File: src/bfa_pkg.sv
// shared types and constants of the bitmap frame allocator
`default_nettype none
package bfa_pkg;

  localparam int FRAME_W      = 12;
  localparam int CFG_W        = 13;
  localparam int WORD_BITS    = 32;
  localparam int BIT_W        = 5;
  localparam int TOTAL_RESET  = 4096;
  localparam logic [WORD_BITS-1:0] ALL_USED = 32'hFFFF_FFFF;

  localparam logic CMD_ALLOC = 1'b0;
  localparam logic CMD_FREE  = 1'b1;

  typedef enum logic [1:0] {
    ST_ALLOC    = 2'd0,
    ST_NOCHANGE = 2'd1,
    ST_FULL     = 2'd2,
    ST_FREED    = 2'd3
  } bfa_status_t;

  typedef enum logic [1:0] {
    S_IDLE,
    S_SCAN,
    S_FREE
  } bfa_state_t;

  typedef struct packed {
    logic               cmd;
    logic [FRAME_W-1:0] entry_frame;
    logic               supervisor;
    logic               writable;
  } bfa_in_t;

  typedef struct packed {
    logic [FRAME_W-1:0] frame;
    logic               present;
    logic               rw;
    logic               user;
    bfa_status_t        status;
  } bfa_out_t;

  typedef struct packed {
    logic rd_en;
    logic wr_en;
  } bfa_mem_ctl_t;

  typedef struct packed {
    logic                 full;
    logic [BIT_W-1:0]     low_bit;
    logic [WORD_BITS-1:0] set_word;
    logic [WORD_BITS-1:0] clr_word;
  } bfa_word_res_t;

endpackage
`default_nettype wire

File: src/bfa_word_unit.sv
// bitmap word unit: full check, lowest clear bit, bit set and bit clear
`default_nettype none
module bfa_word_unit import bfa_pkg::*; (
  input  wire logic [WORD_BITS-1:0] word,
  input  wire logic [BIT_W-1:0]     bit_sel,
  output bfa_word_res_t             res
);

  logic [BIT_W-1:0] low;

  // lowest clear bit wins
  always_comb begin
    low = '0;
    for (int i = WORD_BITS - 1; i >= 0; i--) begin
      if (!word[i]) begin
        low = BIT_W'(i);
      end
    end
  end

  always_comb begin
    res.full     = (word == ALL_USED);
    res.low_bit  = low;
    res.set_word = word | (WORD_BITS'(1) << low);
    res.clr_word = word & ~(WORD_BITS'(1) << bit_sel);
  end

endmodule
`default_nettype wire

File: src/bfa_bitmap.sv
// used/free bitmap memory with fill count standing in for reset clear
`default_nettype none
module bfa_bitmap import bfa_pkg::*; #(
  parameter int WORDS = 128,
  parameter int AW    = 7,
  parameter int CW    = 8
) (
  input  wire logic                 clk,
  input  wire logic                 rst_n,
  input  wire bfa_mem_ctl_t         ctl,
  input  wire logic [AW-1:0]        rd_addr,
  input  wire logic [AW-1:0]        wr_addr,
  input  wire logic [WORD_BITS-1:0] wr_data,
  output logic [WORD_BITS-1:0]      rd_data,
  output logic [CW-1:0]             fill_cnt
);

  logic [WORD_BITS-1:0] mem [WORDS];
  logic [WORD_BITS-1:0] rdata_r;
  logic                 blank_r;
  logic [CW-1:0]        fill_r;
  logic [CW-1:0]        fill_nxt;

  // words at or above the fill count were never written and read as zero
  always_comb begin
    fill_nxt = fill_r;
    if (ctl.wr_en && (CW'(wr_addr) == fill_r)) begin
      fill_nxt = fill_r + 1'b1;
    end
  end

  always_ff @(posedge clk) begin
    if (!rst_n) begin
      fill_r <= '0;
    end else begin
      fill_r <= fill_nxt;
    end
  end

  always_ff @(posedge clk) begin
    if (ctl.wr_en) begin
      mem[wr_addr] <= wr_data;
    end
    if (ctl.rd_en) begin
      rdata_r <= mem[rd_addr];
      blank_r <= (CW'(rd_addr) >= fill_r);
    end
  end

  assign rd_data  = blank_r ? '0 : rdata_r;
  assign fill_cnt = fill_r;

endmodule
`default_nettype wire

File: src/bitmap_frame_allocator.sv
// top level: first-fit physical frame allocator over a used/free bitmap
`default_nettype none
// A request is taken when start is high and busy is low; its one result
// appears for exactly one cycle on out_res, marked by out_strobe, and the
// receiver cannot stall it. An allocate request for an entry that already
// holds a frame, an allocate request while every searchable word is known
// to be full, a free of an empty entry and a free of a frame beyond the
// bitmap give their result in the cycle after acceptance. A free reads
// the bitmap word, then writes it back. Any other allocation reads
// bitmap words from the hint upward, stepping over fully used words,
// until one has a free bit, then sets that bit: the bitmap is read one
// 32-bit word per cycle through its read port. A hint register keeps the
// lowest word that may still hold a free frame, so in steady use the scan
// starts on a word with a free bit. No clearing pass follows reset: a fill
// count marks the words never written, which read as zero, so requests are
// taken right away. total_frames must be written on the cfg channel (always
// ready) only while the block is idle, which the block does not enforce;
// only whole words below min(total_frames, MAX_FRAMES) are searched.
module bitmap_frame_allocator import bfa_pkg::*; #(
  parameter int MAX_FRAMES = 4096
) (
  input  wire logic             clk,
  input  wire logic             rst_n,
  // request channel
  input  wire logic             start,
  output logic                  busy,
  input  wire bfa_in_t          in_req,
  // result channel
  output logic                  out_strobe,
  output bfa_out_t              out_res,
  // configuration channel: total_frames
  input  wire logic             cfg_valid,
  output logic                  cfg_ready,
  input  wire logic [CFG_W-1:0] cfg_data
);

  localparam int WORDS   = (MAX_FRAMES + WORD_BITS - 1) / WORD_BITS;
  localparam int AW      = (WORDS > 1) ? $clog2(WORDS) : 1;
  localparam int CW      = $clog2(WORDS + 1);
  localparam int LIM_RST = ((TOTAL_RESET < MAX_FRAMES) ? TOTAL_RESET : MAX_FRAMES) / WORD_BITS;

  bfa_state_t           state_r, state_nxt;
  bfa_in_t              req_r, req_nxt;
  logic [CW-1:0]        scan_w_r, scan_w_nxt;
  logic [CW-1:0]        hint_r, hint_nxt;
  logic [CW-1:0]        words_lim_r, words_lim_nxt;
  logic                 out_strobe_r, out_strobe_nxt;
  bfa_out_t             out_res_r, out_res_nxt;

  bfa_mem_ctl_t         mem_ctl;
  logic [WORD_BITS-1:0] rd_data;
  logic [WORD_BITS-1:0] wr_data;
  logic [CW-1:0]        fill_cnt;
  bfa_word_res_t        word_res;

  logic                 accept;
  logic                 entry_zero;
  logic                 entry_in_map;
  logic [CW-1:0]        entry_word;
  logic [CW-1:0]        scan_next;
  logic [31:0]          cfg_lim;

  assign accept       = start && !busy;
  assign entry_zero   = (in_req.entry_frame == '0);
  assign entry_in_map = (32'(in_req.entry_frame) < 32'(MAX_FRAMES));
  assign entry_word   = CW'(in_req.entry_frame[FRAME_W-1:BIT_W]);
  assign scan_next    = scan_w_r + 1'b1;

  // ---------------------------------------------------------------
  // configuration: keep the number of searchable words
  // ---------------------------------------------------------------
  assign cfg_ready = 1'b1;
  assign cfg_lim   = (32'(cfg_data) > 32'(MAX_FRAMES)) ? 32'(MAX_FRAMES) : 32'(cfg_data);

  always_comb begin
    words_lim_nxt = words_lim_r;
    if (cfg_valid && cfg_ready) begin
      words_lim_nxt = CW'(cfg_lim >> BIT_W);
    end
  end

  // ---------------------------------------------------------------
  // shared word unit and bitmap
  // ---------------------------------------------------------------
  bfa_word_unit u_word (
    .word    (rd_data),
    .bit_sel (req_r.entry_frame[BIT_W-1:0]),
    .res     (word_res)
  );

  assign wr_data = (state_r == S_FREE) ? word_res.clr_word : word_res.set_word;

  bfa_bitmap #(
    .WORDS (WORDS),
    .AW    (AW),
    .CW    (CW)
  ) u_bitmap (
    .clk      (clk),
    .rst_n    (rst_n),
    .ctl      (mem_ctl),
    .rd_addr  (scan_w_nxt[AW-1:0]),
    .wr_addr  (scan_w_r[AW-1:0]),
    .wr_data  (wr_data),
    .rd_data  (rd_data),
    .fill_cnt (fill_cnt)
  );

  // ---------------------------------------------------------------
  // sequencer: next state
  // ---------------------------------------------------------------
  always_comb begin
    state_nxt = state_r;
    unique case (state_r)
      S_IDLE: begin
        if (accept && in_req.cmd == CMD_ALLOC && entry_zero && hint_r < words_lim_r) begin
          state_nxt = S_SCAN;
        end else if (accept && in_req.cmd == CMD_FREE && !entry_zero && entry_in_map) begin
          state_nxt = S_FREE;
        end
      end
      S_SCAN: begin
        // stay while stepping over full words inside the limit
        if (!word_res.full || scan_next >= words_lim_r) begin
          state_nxt = S_IDLE;
        end
      end
      S_FREE: begin
        state_nxt = S_IDLE;
      end
      default: begin
        state_nxt = S_IDLE;
      end
    endcase
  end

  // ---------------------------------------------------------------
  // sequencer: datapath, memory control and result
  // ---------------------------------------------------------------
  always_comb begin
    req_nxt        = req_r;
    scan_w_nxt     = scan_w_r;
    hint_nxt       = hint_r;
    mem_ctl        = '0;
    out_strobe_nxt = 1'b0;
    out_res_nxt    = '{frame: '0, present: 1'b0, rw: 1'b0, user: 1'b0, status: ST_NOCHANGE};
    unique case (state_r)
      S_IDLE: begin
        if (accept) begin
          req_nxt = in_req;
          if (in_req.cmd == CMD_ALLOC) begin
            if (!entry_zero) begin
              // entry already holds a frame
              out_strobe_nxt    = 1'b1;
              out_res_nxt.frame = in_req.entry_frame;
            end else if (hint_r >= words_lim_r) begin
              out_strobe_nxt     = 1'b1;
              out_res_nxt.status = ST_FULL;
            end else begin
              scan_w_nxt    = hint_r;
              mem_ctl.rd_en = 1'b1;
            end
          end else begin
            if (entry_zero) begin
              out_strobe_nxt = 1'b1;
            end else if (!entry_in_map) begin
              // frame beyond the bitmap: nothing to clear
              out_strobe_nxt     = 1'b1;
              out_res_nxt.status = ST_FREED;
            end else begin
              scan_w_nxt    = entry_word;
              mem_ctl.rd_en = 1'b1;
            end
          end
        end
      end
      S_SCAN: begin
        if (!word_res.full) begin
          mem_ctl.wr_en       = 1'b1;
          out_strobe_nxt      = 1'b1;
          out_res_nxt.frame   = FRAME_W'({scan_w_r[AW-1:0], word_res.low_bit});
          out_res_nxt.present = 1'b1;
          out_res_nxt.rw      = req_r.writable;
          out_res_nxt.user    = ~req_r.supervisor;
          out_res_nxt.status  = ST_ALLOC;
        end else begin
          // every word below the hint is full
          hint_nxt = scan_next;
          if (scan_next >= words_lim_r) begin
            out_strobe_nxt     = 1'b1;
            out_res_nxt.status = ST_FULL;
          end else begin
            scan_w_nxt    = scan_next;
            mem_ctl.rd_en = 1'b1;
          end
        end
      end
      S_FREE: begin
        mem_ctl.wr_en      = 1'b1;
        out_strobe_nxt     = 1'b1;
        out_res_nxt.status = ST_FREED;
        if (scan_w_r < hint_r) begin
          hint_nxt = scan_w_r;
        end
      end
      default: begin
        mem_ctl = '0;
      end
    endcase
  end

  // ---------------------------------------------------------------
  // registers
  // ---------------------------------------------------------------
  always_ff @(posedge clk) begin
    if (!rst_n) begin
      state_r      <= S_IDLE;
      hint_r       <= '0;
      words_lim_r  <= CW'(LIM_RST);
      out_strobe_r <= 1'b0;
    end else begin
      state_r      <= state_nxt;
      hint_r       <= hint_nxt;
      words_lim_r  <= words_lim_nxt;
      out_strobe_r <= out_strobe_nxt;
    end
  end

  always_ff @(posedge clk) begin
    req_r     <= req_nxt;
    scan_w_r  <= scan_w_nxt;
    out_res_r <= out_res_nxt;
  end

  assign busy       = (state_r != S_IDLE);
  assign out_strobe = out_strobe_r;
  assign out_res    = out_res_r;

  // ---------------------------------------------------------------
  // assertions
  // ---------------------------------------------------------------
  // an accepted request either keeps the block busy or returns at once
  a_accept_progress: assert property (@(posedge clk) disable iff (!rst_n)
    (start && !busy) |=> (busy || out_strobe))
    else $error("accepted request neither busy nor answered");

  // hint never points past the written part of the bitmap
  a_hint_in_fill: assert property (@(posedge clk) disable iff (!rst_n)
    hint_r <= fill_cnt)
    else $error("allocation hint beyond fill count");

  // a scan only visits searchable words
  a_scan_in_limit: assert property (@(posedge clk) disable iff (!rst_n)
    (state_r == S_SCAN) |-> (scan_w_r < words_lim_r))
    else $error("scan word outside searchable range");

  // a fresh allocation only comes out of a scan
  a_alloc_from_scan: assert property (@(posedge clk) disable iff (!rst_n)
    (out_strobe && out_res.status == ST_ALLOC) |-> ($past(state_r) == S_SCAN))
    else $error("allocation result without a scan");

endmodule
`default_nettype wire

File: config.mk
export PLATFORM = sky130hd
export DESIGN_NAME = bitmap_frame_allocator
export DESIGN_NICKNAME = d
export VERILOG_FILES = /design/src/bfa_pkg.sv /design/src/bfa_word_unit.sv /design/src/bfa_bitmap.sv /design/src/bitmap_frame_allocator.sv
export SDC_FILE = /design/constraint.sdc
export NUM_CORES = 2
export LEC_CHECK = 0
export ABC_AREA = 1
export ABC_CLOCK_PERIOD_IN_PS = 6100
export BUFFER_PORTS_ARGS = -buffer_cell sky130_fd_sc_hd__buf_2
export CORE_MARGIN = 2
export CORE_UTILIZATION = 35
export DETAILED_ROUTE_END_ITERATION = 6
export MAX_ROUTING_LAYER = met4
export PLACE_DENSITY = 0.53
export SKIP_CTS_REPAIR_TIMING = 1
export SYNTH_ARGS = -nofsm -noshare
export SYNTH_HDL_FRONTEND = slang
export SYNTH_SLANG_ARGS = --single-unit
File: constraint.sdc
create_clock -name clk -period 6.1 [get_ports clk]
set_input_delay 0.61 -clock clk [delete_from_list [all_inputs] [get_ports clk]]
set_output_delay 0.61 -clock clk [all_outputs]
set_load 0.01 [all_outputs]
# Word level (Yosys, flattened, before mapping)
# Memory sizes are Yosys's and may differ from the RTL's. A register that Yosys moved wholly into a read port is not among the register bits.
# Index checks and enable logic that the tools add are counted.
[op_classes]
reduce_logical = 21
n_mux = 82
shifts = 2
add_sub_neg = 2
order_cmp = 6
bitwise = 6
eq_ne = 13
[op_table]
columns = ["op", "n"]
rows = [
  ["2-to-1 mux 5 bit", 32],
  ["2-to-1 mux 8 bit", 9],
  ["2-to-1 mux 32 bit", 2],
  ["left shift 1 x 5 -> 32 bit (first input constant)", 2],
  ["2-to-1 mux 12 bit", 3],
  ["AND 32 bit", 1],
  ["== test 32 bit (second input constant)", 1],
  ["NOT 32 bit", 1],
  ["bitwise OR 32 bit", 1],
  ["case mux 8 bit (2 select lines)", 2],
  ["case mux 12 bit (2 select lines)", 1],
  ["2-to-1 mux 2 bit", 9],
  ["2-to-1 mux 1 bit", 17],
  ["adder 8 x 1 -> 8 bit (second input constant)", 2],
  ["greater-or-equal comparator 8 bit", 2],
  ["< comparator 8 bit", 2],
  ["2-to-1 mux 15 bit", 1],
  ["> comparator 13 bit (second input constant)", 1],
  ["2-to-1 mux 13 bit", 1],
  ["zero test 12 bit", 1],
  ["!= test 3 bit (second input constant)", 4],
  ["== test 7 x 8 -> 1 bit", 1],
  ["greater-or-equal comparator 7 x 8 -> 1 bit", 1],
  ["!= test 2 bit (second input constant)", 4],
  ["other kinds (17)", 31],
]
[totals]
mem_count = 1
word_cells = 149
ff_bits = 60
in_bits = 32
mem_bits_rw = 4096
output_inout_bits = 20
[mem_list]
columns = ["name", "words", "width", "rd", "rd_ports_with_merged_regs", "wr", "line", "source"]
rows = [
  ["u_bitmap.mem", 128, 32, 1, 1, 1, "bfa_bitmap.sv:18", "logic [WORD_BITS-1:0] mem [WORDS];"],
]

# Longest topological paths before layout
[logic_depth]
ltp_word = 36
ltp_mapped = 35
mapped_depth_nobuf = 35

# Hierarchy
# Synthesis repeated with hierarchy kept, for this count alone.
[unflattened]
hier_cells = 14388
area_unflattened_um2 = 170812.6
[by_module_without_submodules]
columns = ["mod", "cells_each", "n_inst", "area_per_inst_um2", "seq_area_each_um2"]
rows = [
  ["bfa_bitmap", 13574, 1, 165965.4, 124149.1],
  ["bitmap_frame_allocator", 566, 1, 3664.8, 1101.1],
  ["bfa_word_unit", 248, 1, 1182.4, 0.0],
]

# Least setup slack after synthesis
# No wires, ideal clock.
[synth_timing]
path_kind = "reg-to-reg"
start = "register u_bitmap.rdata_r[30] (read register of u_bitmap.mem)"
end = "memory u_bitmap.mem[0][12] (data pin)"
arrival_time_ns = 5.310
path_stages_with_launch = 34
synth_period_minus_slack_ns = 6.165
path_buffers = 0
setup_ns = 0.855
setup_slack_ns = -0.065
required_time_ns = 5.245
path_cell_list = "edfxtp_1 nand2_1 nand2_1 nand2_1 nand2_1 nand2_1 nand2_1 nand2_1 nand2_1 nand2_1 nand2_1 nand2_1 nand2_1 nand2_1 nand2_1 nand2_1 nand2_1 nand2_1 nand2_1 nand2_1 nand2_1 nand2_1 nand2_1 nand2_1 nand2_1 nand2_1 nand2_1 nand2_1 nand2_1 nand2_1 nand2_1 nand2_1 nand4_1 o21bai_1"
[synth_between]
elab_chain_cells = 35
[synth_lines]
columns = ["element", "line", "source"]
rows = [
  ["from (decl)", "bfa_bitmap.sv:19", "logic [WORD_BITS-1:0] rdata_r;"],
  ["2-to-1 mux 32 bit", "bfa_bitmap.sv:50", "assign rd_data = blank_r ? '0 : rdata_r;"],
  ["2-to-1 mux 5 bit (31 in a row)", "bfa_word_unit.sv:15", "if (!word[i]) begin"],
  ["left shift 1 x 5 -> 32 bit", "bfa_word_unit.sv:24", "res.set_word = word | (WORD_BITS'(1) << low);"],
  ["bitwise OR 32 bit", "bfa_word_unit.sv:24", ""],
  ["2-to-1 mux 32 bit", "bitmap_frame_allocator.sv:91", "assign wr_data = (state_r == S_FREE) ? word_res.clr_word : word_res.set_word;"],
  ["named net u_bitmap.wr_data[12]", "bfa_bitmap.sv:13", "input wire logic [WORD_BITS-1:0] wr_data,"],
  ["to (decl)", "bfa_bitmap.sv:18", ""],
]
# The timed path passes the listed nets, and every way through them passes these cells.

# Worst setup path in the final report
[layout_timing]
start = "register scan_w_r[0]"
end = "register u_bitmap.rdata_r[10] (read register of u_bitmap.mem) (data pin)"
[layout_between]
elab_chain_cells = 5
word_cells_on_any_way = 13
cone_classes = "add/sub: 1; order compare: 1; mux: 11"
[layout_lines]
columns = ["element", "line", "source"]
rows = [
  ["from (decl)", "bitmap_frame_allocator.sv:44", "logic [CW-1:0] scan_w_r, scan_w_nxt;"],
  ["from (signal assigned)", "bitmap_frame_allocator.sv:230", "scan_w_r <= scan_w_nxt;"],
  ["adder 8 x 1 -> 8 bit or 2-to-1 mux 8 bit (tied branches)", "bitmap_frame_allocator.sv:67, bitmap_frame_allocator.sv:155", ""],
  ["greater-or-equal comparator 8 bit or 2-to-1 mux 8 bit (tied branches)", "bitmap_frame_allocator.sv:188, bitmap_frame_allocator.sv:151", ""],
  ["2-to-1 mux 8 bit, or another cell as far along", "bitmap_frame_allocator.sv:188", "if (scan_next >= words_lim_r) begin"],
  ["2-to-1 mux 8 bit, or another cell as far along", "bitmap_frame_allocator.sv:177", "if (!word_res.full) begin"],
  ["case mux 8 bit (2 select lines) or case mux 1 bit (2 select lines) (tied branches)", "bitmap_frame_allocator.sv:146", "unique case (state_r)"],
]
# Parallel ways exist; a longest one is shown, timed or not. The select of a mux whose other input is x is not followed.
# A chain may end at the register's enable or synchronous reset.

==> results.json <==
{
  "status": "finished with violations",
  "violations": "hold timing",
  "path_clk_slew_ps": 60,
  "slew_headroom_pct": 17.12,
  "vias_per_cell": 5.600,
  "first_pass_iters": 6,
  "powerDensity_nw_per_um2": 442.4,
  "worstHoldPathType": "input pin to flop",
  "synth_warnings": 0,
  "cts-root-buf": "clkbuf_16",
  "synth_cell_types": 47,
  "drt_iter0_drc": 13420,
  "period_minus_slack_ps": 5826,
  "cp-start-kind": "flop",
  "grt_max_degree": 176,
  "dieArea_um2": 481300,
  "layout_common_cells": "edfxtp_1, nor2_1, o21ai_0",
  "timing.critical_path.buf_inv": 7,
  "syn_nets": 13110,
  "crit_path_end_kind": "flop",
  "layout.nets": 13280,
  "multiInputGateArea_um2": 37960,
  "ant_nets": 0,
  "drc": 0,
  "clock_skew_ps": 74.48,
  "synth_edf_count": 4137,
  "synthesis.area_um2": 166500,
  "ir_worst_vdd_uv": 289.5,
  "async_flop_share_pct": 0,
  "grt_pass1_wl_mm": 773.6,
  "overflow": 0,
  "dp.final_hpwl_mm": 308.3,
  "cts_tree": "done",
  "post-place-ws_ps": 21.71,
  "setup_viol_count_final": 0,
  "dp.cells": 19000,
  "fin_util_pct": 40.67,
  "crit_type": "flop to flop",
  "synth_area_leader_cell": "edfxtp_1",
  "ys_seq_elements": 4188,
  "slowest_delay_ps": 460,
  "netlist_top_cells_area": "edfxtp_1, nor2_1, o21ai_0, o22ai_1, nand3_1",
  "grtUsageTotal_pct": 22.56,
  "vias": 111200,
  "drive_gt1_share_pct": 10.78,
  "syn_avg_cell_area_um2": 12.77,
  "clk-insertion-delay-late_ps": 1010,
  "core-area_um2": 474200,
  "pin_count": 52,
  "seq_area_frac_synth_pct": 75.21,
  "final.period_utilization_pct": 95.51,
  "drt-total-wl_mm": 543.8,
  "slowest_stage": "dfxtp_1",
  "tightest_slew_ps": 1240,
  "io_buffers": 50,
  "start_util_pct": 35.12,
  "clock-sinks": 4188,
  "p_leak_nw": 62.54,
  "die_y_um": 693.8,
  "max_cap_violations": 0,
  "rsz0062_at_grt": "false",
  "final_common_cell": "edfxtp_1",
  "fp-row-count": 253,
  "fmax_mhz": 171.6,
  "crit_required_ps": 6960,
  "syn2layout_area_growth_pct": 15.81,
  "ys.flop_type": "edfxtp_1",
  "fillers": 43890,
  "syn_inst": 13040,
  "cts_buffers": 433,
  "grt_pass1_vias": 104500,
  "cts_buffer_depth": 4,
  "fin_ws_ps": 273.7,
  "post_drt_wl_per_cell_um": 27.40,
  "arrival_ps": 6690,
  "place_congestion": 0.9023,
  "htree_levels": 5,
  "crit_family": "simple AND/OR/NAND/NOR gates",
  "die_width_um": 693.8,
  "yosys.area.top_type_share_pct": 74.60,
  "slew_violations": 0,
  "cp_max_fo": 29,
  "fin_cells": 19850,
  "seq_area_um2": 125300,
  "finalHoldViolations": 1,
  "antenna_found_initial": 24,
  "fin_hold_ws_ps": -20.76
}
-- final timing paths --
check / slack (ps) / cells past startpoint / startpoint / end
setup / recovery: 270 / 27 / scan_w_r[0]$_DFF_P_ / u_bitmap.rdata_r[10]$_DFFE_PP_
hold / removal: -20 / 3 / cfg_data[8] / words_lim_r[3]$_SDFFE_PN0P_
setup reg to reg: 270 / 27 / scan_w_r[0]$_DFF_P_ / u_bitmap.rdata_r[10]$_DFFE_PP_
hold reg to reg: 410 / 1 / req_r[1]$_DFFE_PP_ / out_res[2]$_SDFF_PN0_
-- through the flow --
stage	total power (W)	cell area, µm²	TNS [ps]
after global routing	0.08875	192800	0
after floorplan	0.04849	166500	-55470
after global placement	0.05941	178700	0
after detailed placement	0.05945	178700	0
after CTS	0.08545	192600	-18.87
final	0.08532	192800	0
-- per-layer routing --
| layer | GRT usage [%] | vias up | share of wire [%] |
|---|---|---|---|
| met2 | 34.90 | 4531 | 46 |
| li1 | - | 48830 | - |
| met1 | 30.50 | 56950 | 43 |
| met5 | - | - | 0 |
| met3 | 3.165 | 852 | 7.4 |
| met4 | 8.081 | 0 | 4.1 |
-- power breakdown --
group / switching (W) / internal (W)
registers: 0.000137 / 0.0331
clock network: 0.0112 / 0.0150
logic: 0.0187 / 0.00710
total: 0.0301 / 0.0552
-- worst reg2reg max path: stages (launching register included) --
cell,delay (ps)
dfxtp_1,460
inv_1,210
nor2_1,190
buf_4,150
xor2_1,330
inv_1,80
ha_1,300
a21oi_1,130
o21ai_0,100
nand2_1,70
o2111ai_1,190
nand2_1,120
inv_1,80
nor2_4,130
nand3_1,80
nand2_1,170
nand2_8,250
inv_16,360
buf_12,310
buf_4,200
o21ai_1,70
o22ai_1,310
nand2_1,100
nand3_1,100
nand3_1,200
nand3_1,440
nand3_1,400
nand2_1,160
-- flip-flops by register name, indices dropped and copies added (netlist names) --
signal / cells
u_bitmap.rdata_r: 32
req_r: 7
u_bitmap.blank_r: 1
words_lim_r: 8
hint_r: 8
u_bitmap.fill_cnt: 8
out_strobe: 1
out_res: 17
scan_w_r: 8
state_r: 2
u_bitmap.mem: 4096
-- cell type report --
class / instances / area share [%]
multi-input combinational: 7801 / 19.68
clock inverter: 277 / 1.289
inverter: 116 / 0.2485
timing repair buffer: 669 / 3.841
sequential: 4188 / 64.95
antenna: 25 / 0.03244
tap: 6247 / 4.053
clock buffer: 527 / 5.904
-- synthesized netlist by cell type (3+ instances only) --
| cell type | instances |
|---|---|
| dfxtp_1 | 51 |
| inv_2 | 8 |
| o21bai_1 | 16 |
| nand2_1 | 1200 |
| o21a_1 | 6 |
| clkbuf_2 | 17 |
| nor3_1 | 11 |
| xor2_1 | 5 |
| nor2_2 | 7 |
| o221ai_1 | 8 |
| nand4_1 | 32 |
| nor2_4 | 3 |
| a21oi_1 | 50 |
| o21ai_1 | 751 |
| nor4_1 | 8 |
| a21boi_0 | 3 |
| o211ai_1 | 26 |
| a211oi_1 | 20 |
| edfxtp_1 | 4137 |
| o22ai_1 | 1036 |
| buf_1 | 42 |
| buf_4 | 26 |
| ha_1 | 36 |
| buf_6 | 15 |
| a31oi_1 | 6 |
| inv_1 | 105 |
| o21ai_0 | 1347 |
| clkbuf_1 | 507 |
| nor2_1 | 2251 |
| nand3_1 | 958 |
| buf_2 | 328 |
-- cell families after synthesis --
kind of cell,Yosys count,synth area share (%)
simple gates,4478,10.93
flops,4188,75.21
compound gates,3281,10.80
buf+inv,1051,2.756
fa+ha+maj,36,0.2705
xor+xnor,5,0.02630
other cells,1,0.002252
Power figures use the tool's default switching activity.
